[config.mk]
export PLATFORM = sky130hd
export DESIGN_NAME = pirmp_cfg_regs
export DESIGN_NICKNAME = d
export VERILOG_FILES = /design/src/rtl/core/pirmp_pkg.sv /design/src/rtl/core/pirmp_cfg_regs.sv
export SDC_FILE = /design/constraint.sdc
export NUM_CORES = 1
export LEC_CHECK = 0
export BUFFER_PORTS_ARGS = -buffer_cell sky130_fd_sc_hd__buf_4
export CORE_MARGIN = 5
export CORE_UTILIZATION = 35
export CTS_CLUSTER_SIZE = 30
export DETAILED_ROUTE_END_ITERATION = 8
export PLACE_DENSITY = 0.67
export RECOVER_POWER = 100
export SLEW_MARGIN = 20
export SYNTH_ARGS = -nofsm -noshare
export SYNTH_HDL_FRONTEND = slang
export SYNTH_SLANG_ARGS = --single-unit
[constraint.sdc]
create_clock -name clk -period 0.8 [get_ports clk]
set_input_delay 0.08 -clock clk [delete_from_list [all_inputs] [get_ports clk]]
set_output_delay 0.08 -clock clk [all_outputs]
set_load 0.01 [all_outputs]
[src/rtl/core/pirmp_pkg.sv]
// Shared types and constants for the PI controller with setpoint ramp.
// No dependencies; every other file in rtl/core imports this package.
`timescale 1ns / 1ps

package pirmp_pkg;

    // Full-scale output magnitude in integer units; the reset clamps are this
    // value scaled by the fraction bits.
    localparam int FULL_SCALE = 900;

    // Widths of the datapath.
    localparam int DATA_W  = 32;
    localparam int ACCEL_W = 31;
    localparam int ERR_W   = DATA_W + 1;
    localparam int PRODP_W = DATA_W + ERR_W;
    localparam int PRODI_W = DATA_W + DATA_W;
    localparam int CFG_IDX_W = 3;

    // Item operation codes.
    typedef enum logic {
        OP_STEP = 1'b0,
        OP_INIT = 1'b1
    } op_t;

    // Configuration register indexes.
    typedef enum logic [CFG_IDX_W-1:0] {
        CFG_P_GAIN      = 3'd0,
        CFG_I_GAIN      = 3'd1,
        CFG_OUT_MIN     = 3'd2,
        CFG_OUT_MAX     = 3'd3,
        CFG_ACCEL_LIMIT = 3'd4
    } cfg_idx_t;

    // Current configuration as seen by the datapath.
    typedef struct packed {
        logic signed [DATA_W-1:0] p_gain;
        logic signed [DATA_W-1:0] i_gain;
        logic signed [DATA_W-1:0] out_min;
        logic signed [DATA_W-1:0] out_max;
        logic [ACCEL_W-1:0]       accel_limit;
    } cfg_t;

    // Payload leaving the state update stage.
    typedef struct packed {
        logic signed [ERR_W-1:0]  err;
        logic signed [DATA_W-1:0] integ;
    } stage1_t;

    // Payload leaving the multiplier stage.
    typedef struct packed {
        logic signed [PRODP_W-1:0] prod_p;
        logic signed [PRODI_W-1:0] prod_i;
    } stage2_t;

endpackage

[src/rtl/core/pirmp_cfg_regs.sv]
// Configuration register file for the PI controller.
// Depends on pirmp_pkg for the register index codes and the cfg_t struct.
`timescale 1ns / 1ps

module pirmp_cfg_regs #(
    parameter int FRAC_BITS = 5
) (
    input  logic                              clk,
    input  logic                              rst_n,
    input  logic                              cfg_valid,
    output logic                              cfg_ready,
    input  logic [pirmp_pkg::CFG_IDX_W-1:0]   cfg_index,
    input  logic [pirmp_pkg::DATA_W-1:0]      cfg_data,
    output pirmp_pkg::cfg_t                   cfg
);
    import pirmp_pkg::*;

    localparam logic signed [DATA_W-1:0] LIMIT_RST = DATA_W'(FULL_SCALE << FRAC_BITS);

    cfg_t cfg_reg;
    cfg_t cfg_next;

    // Writes are always taken.
    assign cfg_ready = 1'b1;
    assign cfg       = cfg_reg;

    // Decode the write index; unknown indexes leave the registers unchanged.
    always_comb
    begin
        cfg_next = cfg_reg;
        if (cfg_valid)
        begin
            case (cfg_idx_t'(cfg_index))
                CFG_P_GAIN:      cfg_next.p_gain      = cfg_data;
                CFG_I_GAIN:      cfg_next.i_gain      = cfg_data;
                CFG_OUT_MIN:     cfg_next.out_min     = cfg_data;
                CFG_OUT_MAX:     cfg_next.out_max     = cfg_data;
                CFG_ACCEL_LIMIT: cfg_next.accel_limit = cfg_data[ACCEL_W-1:0];
                default:         cfg_next = cfg_reg;
            endcase
        end
    end

    always_ff @(posedge clk or negedge rst_n)
    begin
        if (!rst_n)
        begin
            cfg_reg.p_gain      <= '0;
            cfg_reg.i_gain      <= '0;
            cfg_reg.out_min     <= -LIMIT_RST;
            cfg_reg.out_max     <= LIMIT_RST;
            cfg_reg.accel_limit <= '0;
        end
        else
        begin
            cfg_reg <= cfg_next;
        end
    end

endmodule

**Yosys cells after proc, flatten, opt, wreduce, memory -nomap -nowiden**

Cells that the tools add are included.

- Reductions and logical operators: 6
- Equality and inequality tests: 4

Operators with widths:

| kind | number |
|---|---|
| $reduce_and A2 Y1 | 5 |
| $eq A3 B2 Y1 const B | 2 |
| $eq A3 B1 Y1 const B | 1 |
| $eq A3 B3 Y1 const B | 1 |
| $logic_not A3 Y1 | 1 |

- Logic and storage cells: 15
- Register bits after elaboration: 159
- Output and inout bits: 160

**Logic depth before layout (Yosys ltp)**

Gate-level depths: netlist (run 1).

- Depth in word-level cells: 2
- Depth in mapped cells: 4

**Worst setup path after synthesis (run 1)**

No wires, ideal clock.

- Kind: input to register
- From: input port cfg_index[0] in the netlist's numbering
- To: register cfg_reg (netlist bit cfg[127])
- Arrival: 1.003 ns
- Stages on the path: 3
- Required time: 0.675 ns
- Setup time: 0.125 ns
- Slack: -0.328 ns
- Path through: nor4b_4 > buf_6 > mux2_2

- Word-level cells in the longest chain between the ends: 2

Ends and longest elaborated chain:

| item | RTL line | source |
|---|---|---|
| from (decl) | pirmp_cfg_regs.sv:12 | `input logic [pirmp_pkg::CFG_IDX_W-1:0] cfg_index,` |
| $logic_not A3 Y1 | pirmp_cfg_regs.sv:33 | `case (cfg_idx_t'(cfg_index))` |
| $reduce_and A2 Y1 (no line) | -- |  |
| to (signal assigned) | pirmp_cfg_regs.sv:56 | `cfg_reg <= cfg_next;` |
| to (decl) | pirmp_cfg_regs.sv:20 | `cfg_t cfg_reg;` |

Every way passes these cells.
A chain may end at the register's enable or synchronous reset.

**Worst setup path in the final report (run 1)**

- From: register cfg_reg (netlist bit cfg[72])
- To: output port cfg[72] in the netlist's numbering

RTL lines:

| item | RTL line | source |
|---|---|---|
| to (decl) | pirmp_cfg_regs.sv:14 | `output pirmp_pkg::cfg_t cfg` |

No word-level cell between the ends.

==> results of run 1 <==
[path summary, 6_finish.rpt]
| path | startpoint | endpoint | slack, ns | cells after the start |
|---|---|---|---|---|
| worst max-delay path | cfg[72] | cfg[72] | -0.35 | 1 |
| worst min-delay path | cfg_index[2] | cfg[130] | 0.21 | 4 |
| worst max register to register | cfg[64] | cfg[64] | -0.13 | 2 |
| worst min register to register | cfg[114] | cfg[114] | 0.53 | 1 |
| max in group asynchronous | rst_n | cfg[134] | -0.04 | 3 |
| min in group asynchronous | rst_n | cfg[32] | 0.24 | 2 |
[metal layers]
| metal | vias up | GRT usage (%) | wire length (um) |
|---|---|---|---|
| met2 | 146 | 33.8 | 10500 |
| li1 | 1932 | - | - |
| met1 | 2320 | 24.2 | 8200 |
| met4 | 0 | 7.19 | 624 |
| met3 | 35 | 6.07 | 1170 |
| met5 | - | 0 | 0 |
[logic make-up after synthesis]
logic type | after synthesis | share of synthesized area [%]
flip-flops | 159 | 66.4
AND/OR/NAND/NOR | 5 | 1.08
multiplexers | 159 | 29.7
other | 1 | 0.0621
buffers and inverters | 18 | 2.78
[layout by cell type, fill, tap and decap left out, types with 3 or more instances in the layout]
cell type      Yosys  layout
dlygate4sd3_1      0      33
dfstp_2           26      26
buf_4              1      78
buf_16             0       4
buf_6             12     226
clkbuf_16          0      17
dfrtp_1          133     133
mux2_4             0     151
clkbuf_8           0       6
mux2_2           148       8
clkinv_2           0       3
buf_12             0      18
buf_8              0       3
[where the power goes]
group          internal [mW]  total [mW]  switching (mW)
Sequential              10.1        11.6            1.54
Combinational           7.40        10.7            3.28
Clock                   5.10        8.30            3.19
Total                   22.6        30.6            8.02
[repair_timing]
item / in CTS / in global routing
hold buffers: 33 / 0
setup endpoints to repair: 313 / 318
cloned: 12 / 1
pin swaps: 4 / 3
resized for setup: 280 / 71
setup buffers: 60 / 55
endpoints found under the hold margin: 297 / 0
[area by class of cell]
class / count / area share, %
well taps: 225 / 2.48
clock inverters: 8 / 0.882
flip-flops and latches: 159 / 35.3
repair buffers: 363 / 35.1
multi-input cells: 165 / 21.7
clock buffers: 24 / 4.51
[per-stage QoR]
stage	hold WS [ns]	power (mW)
6_report	0.207	30.6
3_3_place_gp	-0.000612	18.0
4_1_cts	0.121	29.6
5_1_grt	0.201	31.8
2_1_floorplan	-0.216	14.1
3_5_place_dp	0.00304	18.2
==> metrics, run 1 <==
Root Buffer=clkbuf_16; DRC violations left=0; CP required=0.72 ns; Initial Util=35.3%; register area=0.00401 mm2; # H-tree levels=4; die area=0.0200 mm2; crit path max-delay cell type=dfstp_2; I/O pins=198; DR vias=4433; clock-pin slew on the worst setup and hold paths=0.06 ns; GR Util All Layers=20.0%; failing checks=negative setup slack; startpoint type of the worst setup path=flip-flop; fmax=0.867 GHz; Post-DP Area=0.00827 mm2; Fin Setup TNS=-58.32 ns; Mapped Avg Cell Area=17.7 um2; first-pass GRT wire length=30200 um; placer congestion estimate=0.715; vias in the first global route=4922; placed insts=769; Yosys top cell area share=55.1%; cell accounting for the most synthesized area=dfrtp_1; max-cap check violation count=0; Final ANT Viol Nets=0; skew final=0 ns; crit path DAT=1.07 ns; Synth top cells by count=mux2_2 (148), dfrtp_1 (133), dfstp_2 (26), buf_6 (12), mux2_1 (11); final hold violation count=0; Synth Cell Area=0.00604 mm2; RSZ-0062 raised after global routing=yes; Unique masters post-synth=12; crit-path cells=buf_6; CTS tree=yes; clk sink count=159; fin area=0.0113 mm2; Multi-input gate area=0.00246 mm2; TritonCTS buffer count=17; largest net degree at the start of global routing=30; Port Buffers=196; top-count cell post-synth=mux2_2; DR WL/cell=21.7 um; drt pass-1 iters=4; routed vias/inst=4.70; final worst path period share=144%; worst vdd ir=1460 uV; gr ovfl total=0; Slew headroom=62.9%; 1st-iter DRT viols=159; max reg flops=159; Net Count, Synth=380; Tightest Pin Transition=0.556 ns; Worst Path Max Fanout=2; status=complete, but fails checks; Worst setup EP type=primary output; Clock Latency Late Sink=0.41 ns; sequential cell area fraction in the yosys report=66.4%; critical path's largest stage delay=0.56 ns; row cnt=48; Seq cells post-synth=159; type of the worst min-delay path=in -> reg; Post-synth ARST share=100%; Pleak=5.48 nW; Post-synth EDFFs=0; dpl hpwl=11000 um; Core Util, Final=66.3%; dominant synthesized flop cell=dfrtp_1; Worst Path Buf+Inv=1; PwrDens=2690 mW/mm2; die width=141 um; core area=0.0171 mm2; Final min period=1.15 ns; Max clock buf depth=2; CP Class=reg -> out; Die Ht=141 um; final setup violation count=361; Ys Warns=0; setup slack after layout=-0.354 ns; Fill cells=1139; share of layout cells above drive strength 1=76.5%; family with the most delay on the worst path=flip-flops; final cell count without fillers=944; Post-Route WL=20500 um; initial antenna violation count=0; Nets=744; final antenna diode count=0; Synth area leaders=dfrtp_1 (55%), mux2_2 (28%), dfstp_2 (11%); Gate Count Post-Synth=342; Place WS=-0.569 ns; Layout area overhead=87.9%; Max Slew Vio Count=0
Power figures use the tool's default switching activity.
==> inputs of run 2 (changes only) <==
--- a/config.mk
+++ b/config.mk
@@ -10,7 +10,7 @@
 export CORE_UTILIZATION = 35
 export CTS_CLUSTER_SIZE = 30
 export DETAILED_ROUTE_END_ITERATION = 8
-export PLACE_DENSITY = 0.67
+export PLACE_DENSITY = 0.65
 export RECOVER_POWER = 100
 export SLEW_MARGIN = 20
 export SYNTH_ARGS = -nofsm -noshare
==> constraint.sdc (replaced) <==
create_clock -name clk -period 1.1 [get_ports clk]
set_input_delay 0.11 -clock clk [delete_from_list [all_inputs] [get_ports clk]]
set_output_delay 0.11 -clock clk [all_outputs]
set_load 0.01 [all_outputs]
==> run 2 against run 1 <==
The flow still finishes with violations (negative setup slack); count of clock-buffer cells in the layout down 4; flip-flop and latch count unchanged; critical path depth unchanged; largest power group unchanged; clock power shrank 18%; via count shrank 13%; non-clock buffer count shrank 101; worst hold slack got worse by 0.072 ns.
==> metrics, run 2 (synthesis gave the netlist of run 1 again) <==
clk sink count=159 (unchanged); share of layout cells above drive strength 1=70.1% (-6.4 points); Slew headroom=60.9% (-2.0 points); startpoint type of the worst setup path=flip-flop; Final Power=19.8 mW (-35%); final setup violation count=38 (-89%); final worst path period share=107%; Clock Latency Late Sink=0.41 ns (about the same); Max Slew Vio Count=0 (unchanged); DR WL/cell=18.6 um (-14%); 1st-iter DRT viols=197 (+24%); skew final=0 ns (unchanged); final hold violation count=0 (unchanged); Port Buffers=196 (unchanged); Root Buffer=clkbuf_16; CTS tree=yes; max-cap check violation count=0 (unchanged); # H-tree levels=4 (unchanged); GR Util All Layers=16.1% (-3.9 points); crit-path cells=buf_6; CP Class=reg -> out; fin area=0.00908 mm2 (-20%); CP required=0.99 ns (+0.27 ns); commonest non-fill, non-tap cells in the layout=dfrtp_1 (133), mux2_2 (123), buf_4 (108); crit path max-delay cell type=dfstp_2; Initial Util=35.3% (unchanged); dpl hpwl=10900 um (-1.3%); Final ANT Viol Nets=0 (unchanged); Die Ht=141 um (unchanged); Final min period=1.18 ns; final cell count without fillers=843 (-11%); family with the most delay on the worst path=flip-flops; largest net degree at the start of global routing=39 (+30%); worst vdd ir=1170 uV (-20%); most common cell after layout, fill and taps aside=dfrtp_1; crit path DAT=1.07 ns (about the same); DRC violations left=0 (unchanged); initial antenna violation count=0 (unchanged); I/O pins=198 (unchanged); PwrDens=2180 mW/mm2 (-19%); die width=141 um (unchanged); Post-Route WL=15700 um (-23%); Fill cells=1457 (+28%); die area=0.0200 mm2 (unchanged); Layout area overhead=50.4%; type of the worst min-delay path=in -> async; Hold WS=0.135 ns (-0.0720 ns); drt pass-1 iters=3 (-1); Pleak=4.21 nW (-23%); Max clock buf depth=2 (unchanged); Worst Path Max Fanout=2 (unchanged); status=complete, but fails checks; TritonCTS buffer count=17 (unchanged); first-pass GRT wire length=24900 um (-17%); DR vias=3864 (-13%); placed insts=764 (-0.65%); Place WS=-0.364 ns (+0.205 ns); setup slack after layout=-0.0770 ns (+0.277 ns); failing checks=negative setup slack; Post-DP Area=0.00800 mm2 (-3.3%); placer congestion estimate=0.753 (+5.3%); Worst setup EP type=primary output; RSZ-0062 raised after global routing=yes; row cnt=48 (unchanged); clock-pin slew on the worst setup and hold paths=0.07 ns (about the same); Worst Path Buf+Inv=1 (unchanged); critical path's largest stage delay=0.55 ns (about the same); core area=0.0171 mm2 (unchanged); routed vias/inst=4.58 (-2.4%); max reg flops=159 (unchanged); vias in the first global route=4259 (-13%); Nets=643 (-14%); fmax=0.850 GHz; final antenna diode count=0 (unchanged); Tightest Pin Transition=0.587 ns (+0.0302 ns); gr ovfl total=0 (unchanged)
## run 2: metrics by stage
| stage | TNS [ns] | utilization (%) |
|---|---|---|
| floorplan | -2.80 | - |
| global placement | -34.05 | 46.7 |
| detailed placement | -37.75 | 46.7 |
| CTS | -2.29 | 53.3 |
| global route | -3.62 | 53.0 |
| finish | -1.75 | 53.0 |
## run 2: layout make-up
type                            instances  area, um2  area share [%]
Clock buffer                           20        457            5.03
Clock inverter                         12        229            2.52
Multi-Input combinational cell        165       1980            21.8
Sequential cell                       159       4010            44.2
Tap cell                              225        282            3.10
Timing Repair Buffer                  262       2120            23.4
## run 2: path summary, 6_finish.rpt
check / startpoint / to / slack, ns / cells after the start
max in group asynchronous: rst_n / cfg[93] / 0.16 / 3
setup / recovery: cfg[85] / cfg[85] / -0.08 / 1
hold / removal: rst_n / cfg[141] / 0.14 / 2
setup reg to reg: cfg[117] / cfg[117] / 0.19 / 2
min in group clk: cfg_index[1] / cfg[153] / 0.37 / 4
hold reg to reg: cfg[153] / cfg[153] / 0.48 / 1
## run 2: power by group
group          total (mW)  switching (mW)  leakage, nW  internal, mW
logic                4.92            1.93         2.01          2.98
clock network        6.78            2.37        0.336          4.41
registers            8.11           0.810         1.87          7.30
## run 2: layer usage
metal | wire [um] | track usage [%] | vias to the layer above
met5 | 0 | 0 | -
met4 | 374 | 6.83 | 0
met3 | 1020 | 4.42 | 23
met2 | 8210 | 27.7 | 120
met1 | 6060 | 18.8 | 1976
li1 | - | - | 1745
## run 2: worst reg2reg max path, delay by kind of cell, from the launching register on
| kind | cells | cell delay, ns |
|---|---|---|
| buffers and inverters | 1 | 0.14 |
| muxes | 1 | 0.26 |
| DFF | 1 | 0.40 |
## run 2: timing repair
action | CTS | global route
pin swaps | 0 | 0
setup buffers | 0 | 14
setup endpoints to repair | 28 | 67
hold buffers | 33 | 0
gates resized for setup | 28 | 28
hold endpoints to repair | 296 | 0
