$ cat config.mk
export PLATFORM = sky130hd
export DESIGN_NAME = pirmp_state
export DESIGN_NICKNAME = d
export VERILOG_FILES = /design/src/rtl/core/pirmp_pkg.sv /design/src/rtl/core/pirmp_state.sv
export SDC_FILE = /design/constraint.sdc
export NUM_CORES = 1
export LEC_CHECK = 0
export ABC_AREA = 1
export BUFFER_PORTS_ARGS = -buffer_cell sky130_fd_sc_hd__buf_2
export CAP_MARGIN = 20
export CORE_AREA = 3 3 281 283
export DETAILED_ROUTE_END_ITERATION = 6
export DIE_AREA = 0 0 284 286
export GPL_ROUTABILITY_DRIVEN = 0
export PLACE_DENSITY_LB_ADDON = 0.05
export SLEW_MARGIN = 15
export SYNTH_ARGS = -nofsm -noshare
export SYNTH_HDL_FRONTEND = slang
export SYNTH_SLANG_ARGS = --single-unit
$ cat constraint.sdc
create_clock -name clk -period 5.57 [get_ports clk]
set_input_delay 1.114 -clock clk [delete_from_list [all_inputs] [get_ports clk]]
set_output_delay 1.114 -clock clk [all_outputs]
set_load 0.005 [all_outputs]
$ cat src/rtl/core/pirmp_pkg.sv
// Shared types and constants for the PI controller with setpoint ramp.
// No dependencies; every other file in rtl/core imports this package.
`timescale 1ns / 1ps

package pirmp_pkg;

    // Full-scale output magnitude in integer units; the reset clamps are this
    // value scaled by the fraction bits.
    localparam int FULL_SCALE = 900;

    // Widths of the datapath.
    localparam int DATA_W  = 32;
    localparam int ACCEL_W = 31;
    localparam int ERR_W   = DATA_W + 1;
    localparam int PRODP_W = DATA_W + ERR_W;
    localparam int PRODI_W = DATA_W + DATA_W;
    localparam int CFG_IDX_W = 3;

    // Item operation codes.
    typedef enum logic {
        OP_STEP = 1'b0,
        OP_INIT = 1'b1
    } op_t;

    // Configuration register indexes.
    typedef enum logic [CFG_IDX_W-1:0] {
        CFG_P_GAIN      = 3'd0,
        CFG_I_GAIN      = 3'd1,
        CFG_OUT_MIN     = 3'd2,
        CFG_OUT_MAX     = 3'd3,
        CFG_ACCEL_LIMIT = 3'd4
    } cfg_idx_t;

    // Current configuration as seen by the datapath.
    typedef struct packed {
        logic signed [DATA_W-1:0] p_gain;
        logic signed [DATA_W-1:0] i_gain;
        logic signed [DATA_W-1:0] out_min;
        logic signed [DATA_W-1:0] out_max;
        logic [ACCEL_W-1:0]       accel_limit;
    } cfg_t;

    // Payload leaving the state update stage.
    typedef struct packed {
        logic signed [ERR_W-1:0]  err;
        logic signed [DATA_W-1:0] integ;
    } stage1_t;

    // Payload leaving the multiplier stage.
    typedef struct packed {
        logic signed [PRODP_W-1:0] prod_p;
        logic signed [PRODI_W-1:0] prod_i;
    } stage2_t;

endpackage

$ cat src/rtl/core/pirmp_state.sv
// Input register and loop state update (ramped target and integral).
// Depends on pirmp_pkg for operation codes, cfg_t and stage1_t.
`timescale 1ns / 1ps

module pirmp_state (
    input  logic                              clk,
    input  logic                              rst_n,
    input  pirmp_pkg::cfg_t                   cfg,
    input  logic                              step_valid,
    output logic                              step_stall,
    input  logic                              operation,
    input  logic signed [pirmp_pkg::DATA_W-1:0] setpoint,
    input  logic signed [pirmp_pkg::DATA_W-1:0] process_value,
    output logic                              s1_valid,
    input  logic                              s1_ready,
    output pirmp_pkg::stage1_t                s1_data
);
    import pirmp_pkg::*;

    localparam int WIDE_W = DATA_W + 2;

    // Input register.
    logic                     v0_reg;
    logic                     op0_reg;
    logic signed [DATA_W-1:0] sp0_reg;
    logic signed [DATA_W-1:0] pv0_reg;

    // Loop state.
    logic signed [DATA_W-1:0] ramp_reg;
    logic signed [DATA_W-1:0] ramp_next;
    logic signed [DATA_W-1:0] integ_reg;
    logic signed [DATA_W-1:0] integ_next;

    // Output register of this stage.
    logic    v1_reg;
    stage1_t s1_reg;
    stage1_t s1_next;

    logic s1_free;
    logic s0_fire;
    logic step_take;

    logic signed [WIDE_W-1:0] cur_x;
    logic signed [WIDE_W-1:0] sp_x;
    logic signed [WIDE_W-1:0] pv_x;
    logic signed [WIDE_W-1:0] accel_x;
    logic signed [WIDE_W-1:0] up_x;
    logic signed [WIDE_W-1:0] dn_x;
    logic signed [DATA_W-1:0] step_tgt;
    logic signed [WIDE_W-1:0] isum_x;
    logic signed [DATA_W-1:0] isum_sat;
    logic                     integ_open;

    // Handshake: the input register empties whenever the next slot is free.
    assign s1_free    = !v1_reg || s1_ready;
    assign s0_fire    = v0_reg && s1_free;
    assign step_stall = v0_reg && !s1_free;
    assign step_take  = step_valid && !step_stall;
    assign s1_valid   = v1_reg;
    assign s1_data    = s1_reg;

    // Ramp the target toward the setpoint by at most the acceleration limit; a zero limit jumps straight to it.
    always_comb
    begin
        cur_x   = WIDE_W'(ramp_reg);
        sp_x    = WIDE_W'(sp0_reg);
        pv_x    = WIDE_W'(pv0_reg);
        accel_x = $signed({{(WIDE_W-ACCEL_W){1'b0}}, cfg.accel_limit});
        up_x    = cur_x + accel_x;
        dn_x    = cur_x - accel_x;
        step_tgt = sp0_reg;
        if (cfg.accel_limit != '0 && ramp_reg != sp0_reg)
        begin
            if (ramp_reg < sp0_reg)
            begin
                step_tgt = (up_x > sp_x) ? sp0_reg : up_x[DATA_W-1:0];
            end
            else
            begin
                step_tgt = (dn_x < sp_x) ? sp0_reg : dn_x[DATA_W-1:0];
            end
        end
    end

    // Integral update, gated by the output limits and saturated to 32 bits.
    always_comb
    begin
        integ_open = (integ_reg > cfg.out_min) && (integ_reg < cfg.out_max);
        isum_x     = WIDE_W'(integ_reg) + (WIDE_W'(step_tgt) - pv_x);
        if (isum_x[WIDE_W-1] != isum_x[DATA_W-1] || isum_x[WIDE_W-2] != isum_x[DATA_W-1])
        begin
            isum_sat = isum_x[WIDE_W-1] ? {1'b1, {(DATA_W-1){1'b0}}}
                                        : {1'b0, {(DATA_W-1){1'b1}}};
        end
        else
        begin
            isum_sat = isum_x[DATA_W-1:0];
        end
    end

    // Next state and stage payload.
    always_comb
    begin
        ramp_next     = ramp_reg;
        integ_next    = integ_reg;
        s1_next.err   = ERR_W'(ramp_reg) - ERR_W'(pv0_reg);
        s1_next.integ = integ_open ? isum_sat : integ_reg;
        if (s0_fire)
        begin
            case (op_t'(op0_reg))
                OP_INIT:
                begin
                    ramp_next  = sp0_reg;
                    integ_next = '0;
                end
                OP_STEP:
                begin
                    ramp_next  = step_tgt;
                    integ_next = s1_next.integ;
                end
                default:
                begin
                    ramp_next  = ramp_reg;
                    integ_next = integ_reg;
                end
            endcase
        end
    end

    // Control and state registers.
    always_ff @(posedge clk or negedge rst_n)
    begin
        if (!rst_n)
        begin
            v0_reg    <= 1'b0;
            v1_reg    <= 1'b0;
            ramp_reg  <= '0;
            integ_reg <= '0;
        end
        else
        begin
            if (!v0_reg || s1_free)
            begin
                v0_reg <= step_valid;
            end
            if (s1_free)
            begin
                v1_reg <= s0_fire && (op_t'(op0_reg) == OP_STEP);
            end
            ramp_reg  <= ramp_next;
            integ_reg <= integ_next;
        end
    end

    // Payload registers.
    always_ff @(posedge clk)
    begin
        if (step_take)
        begin
            op0_reg <= operation;
            sp0_reg <= setpoint;
            pv0_reg <= process_value;
        end
        if (s0_fire)
        begin
            s1_reg <= s1_next;
        end
    end

endmodule

# After elaboration in Yosys (flattened, before gate mapping)
# Cells that the tools add are included.
word_totals:
  latchBits: 0
  mem_bits_ro: 0
  output_inout_bits: 67
  reg_bits: 196
  input_bits: 228
  memories: 0
  ram_bits: 0
  elab_cells: 46
op_classes:
  bitwise: 1
  div_mod_pow: 0
  muxes: 9
  eq_ne: 3
  mul: 0
  shifts: 0
  reduce_logical: 14
  n_addsub: 5
  n_lt_le_gt_ge: 5
ops:
  columns: ["operator", "n"]
  rows:
  - ["$mux W32", 7]
  - ["$pmux W32 S2", 2]
  - ["$sub A32 B32 Y33", 3]
  - ["$lt A32 B32 Y1", 2]
  - ["$add A32 B33 Y34", 1]
  - ["$add A32 B32 Y33", 1]
  - ["$gt A33 B32 Y1", 1]
  - ["$lt A33 B32 Y1", 1]
  - ["$gt A32 B32 Y1", 1]
  - ["$ne A32 B32 Y1", 1]
  - ["$reduce_bool A31 Y1", 1]
  - ["$logic_and A1 B1 Y1", 6]
  - ["$logic_not A1 Y1", 4]
  - ["$logic_or A1 B1 Y1", 3]
  - ["$ne A1 B1 Y1", 2]
  - ["$not A1 Y1", 1]

# Depth between registers and ports, before layout
depth:
  word_depth: 12
  mapped_depth: 51

# Worst setup path before layout
# Ideal clock, no wire load.
synth_path:
  path_type: "input-to-reg"
  startpoint: "in cfg[15] (netlist bit)"
  endpoint: "reg s1_reg (netlist bit s1_data[21]) (data pin)"
  path_stages: 46
  path_buffers: 3
  slack_ps: -1088
  arrival_ps: 6403
  required_time_ps: 5315
  cell_sequence: "inv_1 -> ha_1 -> buf_2 -> nor2_1 -> inv_1 -> nor3_1 -> nand2_1 -> nor2_1 -> nand2_1 -> nand3_1 -> nand2_1 -> nand2_1 -> inv_1 -> ha_1 -> nand2_1 -> nor2_1 -> nand2_1 -> nor2_1 -> [... 10 more ...] -> and2_1 -> fa_1 -> inv_1 -> fa_1 -> nand2_1 -> nand2_1 -> nand3_1 -> nand2_1 -> nand2_2 -> nand2_2 -> nand2_1 -> nand3_1 -> nand2_1 -> inv_2 -> o21ai_4 -> buf_6 -> nand3_1 -> and2_1"
synth_lines:
  columns: ["item", "line", "source"]
  rows:
  - ["start: declaration", "pirmp_state.sv:8", "input pirmp_pkg::cfg_t cfg,"]
  - ["end signal: assignment", "pirmp_state.sv:166", "s1_reg <= s1_next;"]
  - ["end: declaration", "pirmp_state.sv:36", "stage1_t s1_reg;"]

==> flow_metrics.env <==
export IMPL_fmax_ghz=0.147
export IMPL_top_usage_layer="met2"
export IMPL_overflow=0
export IMPL_fin_crit_sh_pct=122
export IMPL_crit_cells=42
export IMPL_drive_gt1_share_pct=39.8
export IMPL_regArea_um2=5560
export IMPL_reg2reg_to="s1_data[20]$_DFFE_PP_"
export IMPL_root_buffer="clkbuf_16"
export IMPL_clock_skew_ns=0.0281
export IMPL_drt_total_wl_mm=102
export IMPL_worst_hold_slack_ns=0.528
export IMPL_cp_top_family="simple AND/OR/NAND/NOR gates"
export IMPL_route_detailed_drc=0
export IMPL_drv_cap=0
export IMPL_end_kind="flip-flop"
export IMPL_synth_edf_count=130
export IMPL_crit_reg2reg_launch="ramp_reg[13]$_DFFE_PN0P_"
export IMPL_status="finished with violations"
export IMPL_grt_antenna_before_repair=1
export IMPL_ys_ff_latch=196
export IMPL_fin_nets=4884
export IMPL_cpPeakStageDelay_ns=0.52
export IMPL_grtUsageMet2_pct=38.7
export IMPL_clock_latency_ns=0.50
export IMPL_drt_initial_drc_count=1739
export IMPL_routedWlPerCell_um=19.0
export IMPL_max_slew_margin_pct=47.5
export IMPL_yosys_warnings=0
export IMPL_r2r_cells=44
export IMPL_hold_viol_final=0
export IMPL_path_clk_slew_ns=0.08
export IMPL_synth_cell_types=46
export IMPL_reg2reg_slack_ns=-1.06
export IMPL_syn2layout_area_growth_pct=54.4
export IMPL_grt_pass1_wl_mm=147
export IMPL_tns_ns=-69.72
export IMPL_violations="setup timing"
export IMPL_crit_type="in2reg"
export IMPL_cp_buffers_inverters=8
export IMPL_die_h_um=286
export IMPL_routed_via_density=4.71
export IMPL_io_buffers=230
export IMPL_postRouteAntennaNets=0
export IMPL_ys_flop_type="edfxtp_1"
export IMPL_die_width_um=284
export IMPL_crit_path_frequent_cell="nand2_2"
export IMPL_worst_setup_path_endpoint="s1_data[20]$_DFFE_PP_"
export IMPL_slew_viol_final=0
export IMPL_syn_nets=4016
export IMPL_ys_top_cells_by_area="nand2_1, edfxtp_1, ha_1, inv_1, nand3_1"
export IMPL_syn_area_per_cell_um2=6.62
export IMPL_yosys_area_top_type="nand2_1"
export IMPL_crit_path_max_fanout=8
export IMPL_fin_crit_ns=6.79
export IMPL_largest_reg_flops=65
export IMPL_use_met3_pct=2.54
export IMPL_row_count=102
export IMPL_post_place_ws_ns=-2.39
export IMPL_max_slew_worst_pin_slew_ns=0.787
export IMPL_postSynthCellCount=3465
export IMPL_grt_max_degree=53
export IMPL_arrival_ns=7.04
export IMPL_hpwl_mm=82.4
export IMPL_core_area_um2=77000
export IMPL_htreeDepth=4
export IMPL_async_reset_ff_share_pct=33.7
export IMPL_io_pins=295
export IMPL_multi_input_area_um2=18500
export IMPL_min_path_type="reg2reg"
export IMPL_start_kind="input pin"
export IMPL_fillers=7948
export IMPL_cts_path_max_buffers=2
export IMPL_numCtsBuffers=17
export IMPL_cts_tree="built"
export IMPL_cts_sinks=196
export IMPL_setup_viol=64
export IMPL_rsz0062_at_grt="true"
export IMPL_drtPass1Iterations=7
export IMPL_start_util_pct=29.8
export IMPL_critPathSlowestCell="fa_1"
export IMPL_die_area_um2=81200
export IMPL_fin_ws_ns=-1.22
export IMPL_setup_worst_path_start="cfg[0]"
export IMPL_grt_util_met1_pct=34.6
export IMPL_vias=25400
export IMPL_first_global_vias=23800
export IMPL_yosysSeqAreaShare_pct=24.2
export IMPL_crit_required_ns=5.82
export IMPL_synth_top_area_share_pct=17.9
export IMPL_netlist_area_um2=23000
export IMPL_grt_usage_pct=24.0
==> worst min-delay path by stage <==
stage	startpoint	endpoint	slack (ns)	cells past startpoint
after floorplan	integ_reg[0]$_DFFE_PN0P_	integ_reg[0]$_DFFE_PN0P_	0.48	2
final	integ_reg[0]$_DFFE_PN0P_	integ_reg[0]$_DFFE_PN0P_	0.53	2
after global routing	integ_reg[0]$_DFFE_PN0P_	integ_reg[0]$_DFFE_PN0P_	0.54	2
after detailed placement	integ_reg[0]$_DFFE_PN0P_	integ_reg[0]$_DFFE_PN0P_	0.50	2
after CTS	integ_reg[0]$_DFFE_PN0P_	integ_reg[0]$_DFFE_PN0P_	0.52	2
after global placement	integ_reg[0]$_DFFE_PN0P_	integ_reg[0]$_DFFE_PN0P_	0.50	2
==> worst register-to-register path, delay by kind of cell, from the launching register on <==
kind                       cells  cell delay [ns]
DFF                            1             0.56
buffers and inverters          9             1.14
and+or+nand+nor               31             3.32
adders and majority gates      4             1.36
==> synthesized netlist by cell type (10+ instances only) <==
| master | instances |
|---|---|
| fa_1 | 35 |
| a21oi_1 | 210 |
| clkbuf_1 | 32 |
| inv_1 | 573 |
| dfrtp_1 | 66 |
| o21a_1 | 10 |
| and2_1 | 38 |
| buf_2 | 50 |
| nor4_1 | 12 |
| nand2_1 | 1094 |
| nor2_1 | 204 |
| o21bai_1 | 15 |
| a21boi_0 | 12 |
| ha_1 | 288 |
| xnor2_1 | 20 |
| nand4_1 | 64 |
| nor3_1 | 33 |
| o21ai_0 | 82 |
| a21o_1 | 13 |
| xor2_1 | 59 |
| nand3_1 | 358 |
| edfxtp_1 | 130 |
==> cell usage in the layout (no fill, tap or decap), types with 18 or more instances in the layout <==
| cell | instances |
|---|---|
| nand3_1 | 266 |
| clkbuf_16 | 22 |
| o21ai_1 | 18 |
| nand2_4 | 69 |
| buf_12 | 29 |
| edfxtp_1 | 130 |
| buf_2 | 220 |
| inv_2 | 81 |
| nor2_4 | 59 |
| ha_4 | 79 |
| a21oi_1 | 155 |
| xor2_1 | 51 |
| fa_1 | 30 |
| dfrtp_1 | 66 |
| xnor2_1 | 18 |
| ha_1 | 201 |
| nor2_1 | 114 |
| nand3_2 | 85 |
| nand2_1 | 858 |
| inv_1 | 486 |
| and2_1 | 22 |
| nand4_1 | 64 |
| o21ai_0 | 55 |
| nor2_2 | 34 |
| nand2_2 | 173 |
| a21oi_2 | 47 |
| buf_4 | 635 |
| buf_6 | 46 |
==> cells by family after synthesis <==
group                    share of synthesized area (%)
AND/OR/NAND/NOR                                   34.1
adder cells (fa/ha/maj)                           18.8
AO/OA/AOI/OAI                                     8.41
buffers and inverters                             11.5
XOR/XNOR                                          3.01
flip-flops                                        24.2
==> layer usage <==
metal  vias up  share of wire, %
li1      12900                 -
met1     11900                49
met2       568                45
met3        77               4.0
met4         2               2.1
met5         -             0.017
==> metrics by stage <==
step | instances | util [%] | area [um^2]
after floorplan | 3465 | - | 23800
after global placement | 5252 | 39.7 | 30500
after detailed placement | 5252 | 39.7 | 30500
after CTS | 5314 | 42.3 | 32600
after global routing | 5386 | 46.1 | 35400
final | 5387 | 46.1 | 35400
==> timing repair <==
action	CTS	global route
cloned	5	6
hold buffers	0	0
gates resized for setup	274	602
pin swaps	63	273
setup endpoints to repair	64	64
endpoints found under the hold margin	0	0
buffers inserted	26	70
==> area by class of cell <==
cell class	count	share of cell area, %
sequential	196	15.7
inverter	579	6.25
timing repair buffer	945	20.6
tap	1040	3.67
clock buffer	19	1.22
clock inverter	13	0.325
multi-input combinational	2594	52.2
antenna	1	0.00706
Power is not shown: default switching activity piles up to over one toggle a cycle in this logic, so the estimate is an artifact.
