File: config.mk
export PLATFORM = sky130hd
export DESIGN_NAME = pirmp_out
export DESIGN_NICKNAME = d
export VERILOG_FILES = /design/src/rtl/core/pirmp_pkg.sv /design/src/rtl/core/pirmp_out.sv
export SDC_FILE = /design/constraint.sdc
export NUM_CORES = 1
export LEC_CHECK = 0
export BUFFER_PORTS_ARGS = -buffer_cell sky130_fd_sc_hd__buf_2
export CORE_ASPECT_RATIO = 1.2
export CORE_MARGIN = 1
export CORE_UTILIZATION = 45
export DETAILED_ROUTE_END_ITERATION = 8
export GPL_ROUTABILITY_DRIVEN = 1
export GPL_TIMING_DRIVEN = 0
export PLACE_DENSITY = 0.75
export SYNTH_ARGS = -nofsm -noshare
export SYNTH_HDL_FRONTEND = slang
export SYNTH_SLANG_ARGS = --single-unit
File: constraint.sdc
create_clock -name clk -period 4.4 [get_ports clk]
set_clock_uncertainty 0.1 [all_clocks]
set_input_delay 1.32 -clock clk [delete_from_list [all_inputs] [get_ports clk]]
set_output_delay 1.32 -clock clk [all_outputs]
set_load 0.005 [all_outputs]
File: src/rtl/core/pirmp_pkg.sv
// Shared types and constants for the PI controller with setpoint ramp.
// No dependencies; every other file in rtl/core imports this package.
`timescale 1ns / 1ps

package pirmp_pkg;

    // Full-scale output magnitude in integer units; the reset clamps are this
    // value scaled by the fraction bits.
    localparam int FULL_SCALE = 900;

    // Widths of the datapath.
    localparam int DATA_W  = 32;
    localparam int ACCEL_W = 31;
    localparam int ERR_W   = DATA_W + 1;
    localparam int PRODP_W = DATA_W + ERR_W;
    localparam int PRODI_W = DATA_W + DATA_W;
    localparam int CFG_IDX_W = 3;

    // Item operation codes.
    typedef enum logic {
        OP_STEP = 1'b0,
        OP_INIT = 1'b1
    } op_t;

    // Configuration register indexes.
    typedef enum logic [CFG_IDX_W-1:0] {
        CFG_P_GAIN      = 3'd0,
        CFG_I_GAIN      = 3'd1,
        CFG_OUT_MIN     = 3'd2,
        CFG_OUT_MAX     = 3'd3,
        CFG_ACCEL_LIMIT = 3'd4
    } cfg_idx_t;

    // Current configuration as seen by the datapath.
    typedef struct packed {
        logic signed [DATA_W-1:0] p_gain;
        logic signed [DATA_W-1:0] i_gain;
        logic signed [DATA_W-1:0] out_min;
        logic signed [DATA_W-1:0] out_max;
        logic [ACCEL_W-1:0]       accel_limit;
    } cfg_t;

    // Payload leaving the state update stage.
    typedef struct packed {
        logic signed [ERR_W-1:0]  err;
        logic signed [DATA_W-1:0] integ;
    } stage1_t;

    // Payload leaving the multiplier stage.
    typedef struct packed {
        logic signed [PRODP_W-1:0] prod_p;
        logic signed [PRODI_W-1:0] prod_i;
    } stage2_t;

endpackage

File: src/rtl/core/pirmp_out.sv
// Output stage: scale products, sum, clamp to limits, result register.
// Depends on pirmp_pkg for cfg_t and stage2_t.
`timescale 1ns / 1ps

module pirmp_out #(
    parameter int FRAC_BITS = 5
) (
    input  logic                                clk,
    input  logic                                rst_n,
    input  pirmp_pkg::cfg_t                     cfg,
    input  logic                                s2_valid,
    output logic                                s2_ready,
    input  pirmp_pkg::stage2_t                  s2_data,
    output logic                                result_valid,
    input  logic                                result_stall,
    output logic signed [pirmp_pkg::DATA_W-1:0] control_out
);
    import pirmp_pkg::*;

    localparam int SUM_W = PRODP_W + 1;

    logic                     result_valid_reg;
    logic signed [DATA_W-1:0] out_reg;
    logic signed [DATA_W-1:0] out_next;
    logic signed [SUM_W-1:0]  sum_x;
    logic                     out_free;

    assign out_free     = !result_valid_reg || !result_stall;
    assign s2_ready     = out_free;
    assign result_valid = result_valid_reg;
    assign control_out  = out_reg;

    // Arithmetic shifts round toward minus infinity; low limit checked first.
    always_comb
    begin
        sum_x = SUM_W'(s2_data.prod_p >>> FRAC_BITS)
              + SUM_W'(s2_data.prod_i >>> FRAC_BITS);
        if (sum_x < SUM_W'(cfg.out_min))
        begin
            out_next = cfg.out_min;
        end
        else if (sum_x > SUM_W'(cfg.out_max))
        begin
            out_next = cfg.out_max;
        end
        else
        begin
            out_next = sum_x[DATA_W-1:0];
        end
    end

    always_ff @(posedge clk or negedge rst_n)
    begin
        if (!rst_n)
        begin
            result_valid_reg <= 1'b0;
        end
        else if (out_free)
        begin
            result_valid_reg <= s2_valid;
        end
    end

    always_ff @(posedge clk)
    begin
        if (s2_valid && out_free)
        begin
            out_reg <= out_next;
        end
    end

endmodule

; After elaboration in Yosys (flattened, before gate mapping)
; Index checks and enable logic that the tools add are counted.
[classes]
addsub = 1
magnitude_cmp = 2
n_mux = 2
reduce_logical = 4
[ops]
columns = op, count
row1 = 32-bit 2-to-1 mux, 2
row2 = 60-bit by 59-bit adder with 61-bit output, 1
row3 = 61-bit by 32-bit greater-than comparator with 1-bit output, 1
row4 = 61-bit by 32-bit < comparator with 1-bit output, 1
row5 = 1-bit logical NOT, 2
row6 = 1-bit logical AND, 1
row7 = 1-bit logical OR, 1
[totals]
ff_bits = 33
inputBits = 292
output_inout_bits = 34
elab_cells = 11

; Depth between registers and ports, before layout
; Gate-level depths: netlist of run 1.
[logic_depth]
word_depth = 4
depth_mapped = 25
depth_no_buf = 24

; Worst setup path after synthesis of run 1
; Ideal clock, no wire load.
[synth_timing]
kind = input-to-reg
from = input s2_data[5] (netlist name)
to = register out_reg[0] (netlist: control_out[0]) (data pin)
setup_time_ns = 0.260
arrival_ns = 6.296
required_ns = 4.040
slack_ns = -2.256
cell_stages = 24
path_buffers = 0
cell_sequence = ha_1 > inv_1 > fa_1 > nand2b_1 > a21oi_2 > o21a_2 > o21ai_2 > o31a_1 > o41a_1 > o221ai_2 > a31o_4 > a41oi_2 > xnor2_1 > ha_1 > a21o_1 > a21o_1 > a21oi_1 > o21a_1 > nor2_1 > a211o_1 > or3_1 > a21oi_2 > mux2_2 > mux2_2
[synth_between]
elab_chain_cells = 4
elab_cells_between_ends = 5
cone_classes = 1 x add/sub / 2 x order compare / 2 x mux
[synth_rtl]
columns = item, line
row1 = "start, declared", pirmp_out.sv:13  ; input pirmp_pkg::stage2_t s2_data,
row2 = 60-bit by 59-bit adder with 61-bit output (*), pirmp_out.sv:37  ; + SUM_W'(s2_data.prod_i >>> FRAC_BITS);
row3 = 61-bit by 32-bit greater-than comparator with 1-bit output, pirmp_out.sv:42  ; else if (sum_x > SUM_W'(cfg.out_max))
row4 = 32-bit 2-to-1 mux, pirmp_out.sv:42
row5 = 32-bit 2-to-1 mux (*), pirmp_out.sv:38  ; if (sum_x < SUM_W'(cfg.out_min))
row6 = via out_next[0], pirmp_out.sv:24  ; logic signed [DATA_W-1:0] out_next;
row7 = "end signal, assigned", pirmp_out.sv:68  ; out_reg <= out_next;
row8 = "end, declared", pirmp_out.sv:23  ; logic signed [DATA_W-1:0] out_reg;
; The timed path passes the listed nets; every way through them passes the cells marked *.
; A chain may end at the register's enable or synchronous reset.

; Worst setup path in the final report of run 1
; Ends and elaborated chain as after synthesis.

==> results.cfg, run 1 <==
[place]
dp_slack_ps = -2840
place_area_um2 = 9370
dp_hpwl_um = 20400
placedCellCount = 1395
numPortBuffers = 220
place_congestion = 0.968

[sta]
maxSlewHeadroom = 0.300
timing.final.ws_setup_ps = -2060
setup_viol = 32
rsz0062_at_grt = true
finalCriticalPeriod_ps = 6460
final.period_utilization = 1.47
finalSetupTns_ps = -63320
max_freq_mhz = 155
tightest_slew_ps = 1050
finalMaxSlewViolations = 0
final-hold-violation-count = 0

[synthesis]
synth_cells = 959
synthArstFlopShare = 0.0303
synth_top_family_by_area = adder cells
postSynthAreaPerCell_um2 = 8.29
synth_nets = 1433
synth_enable_flop_cells = 32
synthDominantAreaCellType = ha_1
yosys.area_share.simple = 0.134
muxShareOfSynthArea = 0.0821
yosysWarnings = 0
netlist_area_um2 = 7950
synthAdderAreaFrac = 0.287
yosys_register_bits = 33
ys_seq_area_frac = 0.124
synth_xor_area_frac = 0.0606
ys_top_cells_by_area = ha_1 (28%), edfxtp_1 (12%), a21o_1 (8.4%)
yosysUniqueCellTypes = 69
synthFlopType = edfxtp_1
synth_top_area_frac = 0.285
synth_compound_area_frac = 0.259

[drt]
wl_per_cell_um = 17.1
wirelength_um = 24400
ant_nets = 0
viasPerCell = 5.71
drtIter0Drc = 316
vias = 8152
firstDrtPassIters = 5
drc_errors = 0

[floorplanning]
core.rowCount = 52
start_util = 0.466
die_h_um = 148
die_w_um = 123
io_pins = 326
core_um2 = 17000
dieArea_um2 = 18200

[clock_tree]
cts_root_buf = clkbuf_16
clk_latency_ps = 280
ctsHoldBuffers = 0
cts_max_path_buffers = 2
clk_pin_slew_ps = 50
numCtsBuffers = 5
cts_max_level = 2
clock-sinks = 33
cts_tree = done

[cells_and_area]
fin_nets = 1682
final_cell_count_no_fill = 1427
design_area_um2 = 10000
layout_commonest_cell = buf_2
layout_common_cells = buf_2 (222), ha_1 (176), a21oi_1 (89), a21o_1 (89), inv_1 (79)
layout-drive-gt1-share = 0.263
syn_to_final_growth_pct = 25.9
largest_reg_flops = 32

[critical_path]
crit_arrival_ps = 6380
rr_startpoint = result_valid
critPathLaunch = s2_data[5]
cp_max_fo = 6
cp_data_required_time_ps = 4320
crit_path_end_kind = register
critPathLaunchType = primary input
criticalPathCategory = in -> reg

[power_and_ir_drop]
p_per_area_nw_per_um2 = 272
total_power_mw = 2.73
p_clk_frac = 0.128
p_comb_frac = 0.709
leakage_nw = 5.38
internal_power_mw = 1.54
p_sw_mw = 1.19
swShare = 0.435
seq_power_share = 0.164
vdd_ir_drop_max_uv = 162

[worst_hold_path]
hold_path.startpoint = result_valid
hp-class = reg -> reg

[global_route]
grt_pass1_wl_um = 37300
grt_pass1_vias = 7932
grt_overflow = 0
grt_antenna_before_repair = 5
track_usage = 0.259
grt_max_degree = 33

[status]
status = finished with violations
violations = setup timing

[flow_run]
cap_violations = 0
[cell usage after synthesis, types with 2 or more instances]
cell         n
ha_1       181
a21oi_1     91
a21o_1      89
inv_1       80
mux2i_1     63
nand2_1     51
nor2_1      49
o21ai_0     38
xnor2_1     37
nand4_1     36
edfxtp_1    32
xor2_1      18
clkbuf_1    15
a31oi_1     14
nand3_1     12
nor2b_1     12
nor3_1      10
o21bai_1    10
nand2b_1     9
a211oi_1     7
and3_1       7
o21a_1       7
or2_2        6
and2_1       5
and4_1       5
buf_2        5
o211ai_1     5
buf_4        4
a2111oi_0    3
a21oi_2      3
nor4_1       3
o21ai_1      3
or3_1        3
a211o_1      2
a221o_1      2
a221oi_1     2
a31o_2       2
mux2_2       2
o2111ai_1    2
o221a_2      2
o31a_1       2
o31ai_1      2
o41a_1       2
[routing by layer]
metal / part of all wire / up-vias / GRT usage
met5: 0.0014 / - / 0
met4: 0.034 / 6 / 0.0867
met1: 0.39 / 3669 / 0.281
met2: 0.50 / 311 / 0.494
li1: - / 4107 / -
met3: 0.075 / 59 / 0.0424
[critical path, stage by stage]
cell and delay, ps:
buf_8 70, ha_4 120, inv_2 30, fa_2 340, nand2b_4 160, a21oi_4 150, o21a_4 160, o21ai_4 50
o31a_1 360, o41a_1 410, o221ai_4 250, a31o_4 220, a41oi_2 150, xnor2_2 180, ha_1 300, a21o_1 170
a21o_1 160, a21oi_2 110, o21a_1 140, nor2_1 50, a211o_1 270, or3_4 350, a21oi_4 150, buf_12 150
mux2_4 300, mux2_4 250
[area by class of cell]
class                           count  area (um2)
Antenna cell                        2        5.00
Clock buffer                        5         125
Timing Repair Buffer              242        1330
Buffer                             26         138
Inverter                           80         300
Sequential cell                    33         986
Tap cell                          216         270
Multi-Input combinational cell    820        6840
Fill cell                        1593        7040
Clock inverter                      3        17.5
[worst paths after layout]
| path | cells past startpoint | slack, ps | end |
|---|---|---|---|
| worst max-delay path | 26 | -2060 | control_out[0] |
| worst min-delay path | 2 | 420 | result_valid |
| worst max register to register | 2 | 2780 | control_out[1] |
| worst min register to register | 2 | 420 | result_valid |
| max in group asynchronous | 1 | 3410 | result_valid |
| min in group asynchronous | 1 | 710 | result_valid |
[what timing repair did]
action / CTS / global route
resized for setup: 26 / 32
buffers inserted: 10 / 12
gates cloned: 1 / 0
pin swaps: 16 / 15
setup endpoints to repair: 32 / 32
hold endpoints to repair: 0 / 0
[cells by family (layout without fill, tap and decap cells)]
group,Yosys count,in the layout
AOI/OAI and AO/OA,307,307
buffers and inverters,106,356
xor gates and xnor gates,55,55
other,0,2
DFF,33,33
and+or+nand+nor,211,211
adders and majority gates,182,182
muxes,65,65
[metrics by stage]
stage           util  hold slack [ps]
2_1_floorplan      -              430
3_3_place_gp   0.549              396
3_5_place_dp   0.549              402
4_1_cts        0.573              418
5_1_grt        0.587              482
6_report       0.587              415
[power by group through the flow]
| stage | clock, mW | sequential [mW] | combinational, mW |
|---|---|---|---|
| detailed placement | 0 | 0.453 | 1.74 |
| global route | 0.362 | 0.452 | 2.14 |
| global placement | 0 | 0.452 | 1.69 |
| finish | 0.348 | 0.446 | 1.93 |
| floorplan | 0 | 0.458 | 1.24 |
| CTS | 0.349 | 0.447 | 1.85 |
(Power assumes the default switching activity.)
==> inputs of run 2 (changes only) <==
- ABC_AREA: unset -> 1
- CAP_MARGIN: unset -> 20
- PLACE_DENSITY: 0.75 -> 0.73
==> run 2 against run 1 <==
  * Final cell count is 46% higher
  * The run still ends with setup timing left
  * Sequential share of layout area fell by 2.2 points
  * Power up 26%
  * Largest cell class unchanged
  * Clock power hardly changed
  * Die area grew 17%
  * Register-to-register slack better by 100 ps
  * Hold slack improved by 66 ps
==> results.cfg, run 2 <==
[clock_tree]
clk_latency_ps = 290
clk_pin_slew_ps = 60
cts_max_level = 2
cts_max_path_buffers = 2
clock-sinks = 33
numCtsBuffers = 5
cts_root_buf = clkbuf_16
cts_tree = done

[global_route]
grt_max_degree = 31
grt_overflow = 0
grt_antenna_before_repair = 2
grt_pass1_vias = 10900
track_usage = 0.322
grt_pass1_wl_um = 54100

[sta]
final.period_utilization = 1.14
final-hold-violation-count = 0
max_freq_mhz = 199
maxSlewHeadroom = 0.613
setup_viol = 32
timing.final.ws_setup_ps = -635
finalMaxSlewViolations = 0
tightest_slew_ps = 579
finalCriticalPeriod_ps = 5030
rsz0062_at_grt = true

[drt]
drtIter0Drc = 710
ant_nets = 0
vias = 11500
wirelength_um = 36000
firstDrtPassIters = 5
viasPerCell = 5.54
wl_per_cell_um = 17.3
drc_errors = 0

[synthesis]
synth_top_cells_by_count = nand2_1 (446), inv_1 (226), ha_1 (181)
yosys_register_bits = 33
synthDominantAreaCellType = ha_1
post-synth-top-count-cell = nand2_1
synth_cells = 1536
yosysUniqueCellTypes = 44
synth_nets = 2010
ys_top_cells_by_area = ha_1 (24%), nand2_1 (18%), edfxtp_1 (10%)
synthFlopType = edfxtp_1
synth_enable_flop_cells = 32
synth_top_area_frac = 0.244
ys_seq_area_frac = 0.106
synthArstFlopShare = 0.0303
netlist_area_um2 = 9300
yosysWarnings = 0
postSynthAreaPerCell_um2 = 6.05

[floorplanning]
core_um2 = 20300
dieArea_um2 = 21200
core.rowCount = 57
io_pins = 326
start_util = 0.459
die_h_um = 159
die_w_um = 133

[place]
numPortBuffers = 220
dp_hpwl_um = 29200
place_congestion = 1.00

[critical_path]
cp_max_fo = 8
crit_path_end_kind = register
crit_arrival_ps = 4980
critPathLaunchType = primary input
criticalPathCategory = in -> reg
crit_slowest_cell = fa_2
r2r_cells = 2
crit_top_cell = nand2_1
max_stage_delay_ps = 380
cp_data_required_time_ps = 4340

[cells_and_area]
syn_to_final_growth_pct = 39.1
largest_reg_flops = 32
layout-drive-gt1-share = 0.314
layout_common_cells = nand2_1 (372), buf_2 (226), inv_1 (224)
layout_commonest_cell = nand2_1
fin_nets = 2289
final_util = 0.638

[status]
status = finished with violations
violations = setup timing

[flow_run]
cap_violations = 0

[worst_hold_path]
min_path_cells = 2
hp-class = reg -> reg

[power_and_ir_drop]
total_power_mw = 3.42
leakage_nw = 6.53
vdd_ir_drop_max_uv = 232
p_per_area_nw_per_um2 = 265
## run 2: through the flow
stage / cells / TNS [ps] / hold WS [ps] / instance area, um2 / setup WS (ps)
floorplan: 1536 / -5930 / 428 / 9390 / -194
CTS: 2058 / -16020 / 483 / 12100 / -524
detailed placement: 2022 / -37570 / 470 / 10900 / -1230
global route: 2081 / -24390 / 525 / 12900 / -792
global placement: 2021 / -35120 / 388 / 10800 / -1150
finish: 2082 / -18850 / 481 / 12900 / -635
## run 2: area by class of cell
type                    count  area, um2
multi-input cells        1247       8830
fillers                  1873       7330
repair buffers            273       1600
flip-flops and latches     33        986
inverters                 235        885
well taps                 265        332
plain buffers              20        159
clock buffers               5        125
clock inverters             3       17.5
diodes                      1       2.50
## run 2: cells by family (layout without fill, tap and decap cells)
| logic type | Yosys count | count (layout) | share of synthesized area |
|---|---|---|---|
| other cells | 0 | 1 | 0 |
| compound gates | 247 | 247 | 0.146 |
| simple gates | 771 | 771 | 0.350 |
| fa+ha+maj | 182 | 182 | 0.246 |
| buf+inv | 256 | 536 | 0.108 |
| xor+xnor | 47 | 47 | 0.0443 |
| flops | 33 | 33 | 0.106 |
## run 2: routing by layer
metal  up-vias  GRT usage  wire, um
met5         -          0        28
met4         4      0.218      2660
met3       150     0.0261      2450
met2       587      0.570     17400
met1      5142      0.365     13500
li1       5646          -         -
## run 2: worst max-delay path: cells and delay by family
family	cells	cell delay, ps
fa+ha+maj	3	810
xor+xnor	1	170
simple gates	22	1800
buf+inv	5	600
compound gates	2	270
## run 2: report_power, final
part	leakage, nW	switching, mW	internal [mW]	total [mW]
sequential	0.320	0.0137	0.444	0.458
combinational	6.14	1.57	1.05	2.62
clock	0.0696	0.143	0.208	0.350
total	6.53	1.72	1.70	3.42
## run 2: what timing repair did
item,4_1_cts,5_1_grt
endpoints found under the setup margin,32,32
pin swaps,65,83
gates cloned,2,2
hold buffers,0,0
setup buffers,27,19
resized for setup,187,142
hold endpoints to repair,0,0
## run 2: path summary, 6_finish.rpt
kind / start / to / slack [ps]
setup / recovery: s2_data[5] / control_out[6] / -630
hold / removal: result_valid / result_valid / 480
setup reg to reg: result_valid / control_out[9] / 2880
hold reg to reg: result_valid / result_valid / 480
max in group asynchronous: rst_n / result_valid / 3420
min in group asynchronous: rst_n / result_valid / 690
==> inputs of run 3 (changes only) <==
--- a/config.mk
+++ b/config.mk
@@ -12,4 +12,5 @@
 export CORE_MARGIN = 1
 export CORE_UTILIZATION = 45
+export CTS_CLUSTER_SIZE = 12
 export DETAILED_ROUTE_END_ITERATION = 8
 export GPL_ROUTABILITY_DRIVEN = 1
==> constraint.sdc (replaced) <==
create_clock -name clk -period 5.59 [get_ports clk]
set_clock_uncertainty 0.1 [all_clocks]
set_input_delay 0.2795 -clock clk [delete_from_list [all_inputs] [get_ports clk]]
set_output_delay 0.2795 -clock clk [all_outputs]
set_load 0.005 [all_outputs]
==> run 3 against run 2 <==
  * The run now ends clean
  * Final cell count down 2.4%
  * Power shrank 34%
  * Clock power decreased by 23%
  * Clock-buffer cell count did not move
  * Via count down 5.5%
  * Cell area decreased by 15%
  * Sequential share of layout area up 1.4 points
  * Die area unchanged
  * Non-clock buffer count is 49 lower
  * Core utilization is 9.8 points lower
  * Register-to-register slack better by 1400 ps
==> results.cfg, run 3 (same netlist as run 2, synthesis figures left out) <==
[cells_and_area]
final_cell_count_no_fill = 2032
largest_reg_flops = 32
fin_nets = 2240
layout-drive-gt1-share = 0.152
antenna_cells = 0
layout_common_cells = nand2_1 (446), inv_1 (226), buf_2 (226)
final_util = 0.540
layout_commonest_cell = nand2_1
syn_to_final_growth_pct = 17.7

[clock_tree]
cts_max_level = 2
clk_latency_ps = 290
numCtsBuffers = 5
clk_pin_slew_ps = 60
cts_resized = 0
cts_max_path_buffers = 2
cts_root_buf = clkbuf_16
ctsHoldBuffers = 1
cts_tree = done
clock-sinks = 33
postCtsSetupBuffers = 0

[status]
status = finished, final reports clean

[power_and_ir_drop]
internal_power_mw = 1.11
p_per_area_nw_per_um2 = 207
seq_power_share = 0.158
p_comb_frac = 0.723
p_clk_frac = 0.118
p_sw_mw = 1.16
vdd_ir_drop_max_uv = 223
swShare = 0.512
leakage_nw = 6.04

[sta]
finalSetupTns_ps = 0
finalMaxSlewViolations = 0
finalCriticalPeriod_ps = 4630
setup_viol = 0
rsz0062_at_grt = false
maxSlewHeadroom = 0.342
max_freq_mhz = 216
tightest_slew_ps = 986
final.period_utilization = 0.829
final-hold-violation-count = 0

[global_route]
grt_antenna_before_repair = 0
grt_overflow = 0
grt_max_degree = 31
grt_pass1_wl_um = 51100
grt_pass1_vias = 10000
track_usage = 0.306

[floorplanning]
die_h_um = 159
dieArea_um2 = 21200
io_pins = 326
core_um2 = 20300
core.rowCount = 57
start_util = 0.459
die_w_um = 133

[drt]
drc_errors = 0
drtIter0Drc = 676
wl_per_cell_um = 16.4
wirelength_um = 33300
ant_nets = 0
viasPerCell = 5.36
firstDrtPassIters = 9
vias = 10900

[place]
placedCellCount = 2022
numPortBuffers = 220
place_congestion = 1.01
dp_hpwl_um = 29800

[worst_hold_path]
hp-class = in -> reg

[flow_run]
cap_violations = 0

[critical_path]
rrSetupSlack_ps = 4270
crit_arrival_ps = 4580
cp_max_fo = 10
cp_data_required_time_ps = 5530
criticalPathCategory = in -> reg
crit_path_end_kind = register
critPathLaunchType = primary input
run 3: cell types whose count changed in the layout (fill, tap and decap cells not counted), moves of 12 or more:
cell     delta
a21oi_1    +30
a21oi_2    -23
buf_4      -41
ha_1       +58
ha_2       -12
ha_4       -46
nand2_1    +74
nand2_2    -64
nor2_1     +26
nor2_2     -21
o21ai_0    +15
xor2_1     +18
xor2_2     -16
run 3: layout make-up:
cell class / instances / area (um2)
Tap cell: 265 / 332
Sequential cell: 33 / 986
Clock buffer: 5 / 125
Buffer: 21 / 119
Multi-Input combinational cell: 1247 / 7320
Timing Repair Buffer: 223 / 1160
Fill cell: 2123 / 9320
Clock inverter: 3 / 17.5
Inverter: 235 / 882
run 3: metrics by stage:
stage	hold WS [ps]	setup WS, ps	total power, mW	instance area [um2]
after floorplan	-116	1840	1.47	9300
after global placement	-45.3	828	1.94	10700
after detailed placement	-44.5	747	1.98	10800
after CTS	119	1030	2.25	10900
after global routing	153	645	2.48	10900
final	121	955	2.27	10900
run 3: worst paths after layout:
check	startpoint	end	cells past startpoint
worst min register to register	result_valid	result_valid	2
worst max-delay path	s2_data[5]	control_out[22]	25
min in group asynchronous	rst_n	result_valid	2
worst max register to register	result_valid	control_out[1]	2
worst min-delay path	s2_valid	result_valid	3
max in group asynchronous	rst_n	result_valid	2
run 3: power groups by stage:
stage,Combinational (mW),Clock (mW),Sequential [mW]
6_report,1.64,0.268,0.359
5_1_grt,1.84,0.278,0.363
4_1_cts,1.62,0.269,0.360
3_5_place_dp,1.61,0,0.365
3_3_place_gp,1.57,0,0.364
2_1_floorplan,1.09,0,0.374
run 3: worst max-delay path: stages:
cell and delay (ps):
buf_2 80, ha_1 260, inv_1 80, fa_1 420, o21ai_2 220, a21oi_1 190, o21ai_1 390, nand2_1 140
nand2_1 160, nand3_1 90, nand2_1 110, xor2_1 270, ha_1 300, a21oi_1 150, o21a_1 130, nor2_1 40
nor3_1 170, o21ai_1 110, nor2_2 150, nand2_2 80, nand2_2 200, nand2_2 180, buf_2 220, nand2_1 90
nand2_1 60
run 3: per-layer routing:
| layer | vias to the layer above | track usage | part of all wire |
|---|---|---|---|
| met5 | - | 0 | 0 |
| met4 | 0 | 0.142 | 0.043 |
| met3 | 64 | 0.0150 | 0.054 |
| met2 | 437 | 0.565 | 0.50 |
| met1 | 4833 | 0.360 | 0.41 |
| li1 | 5557 | - | - |
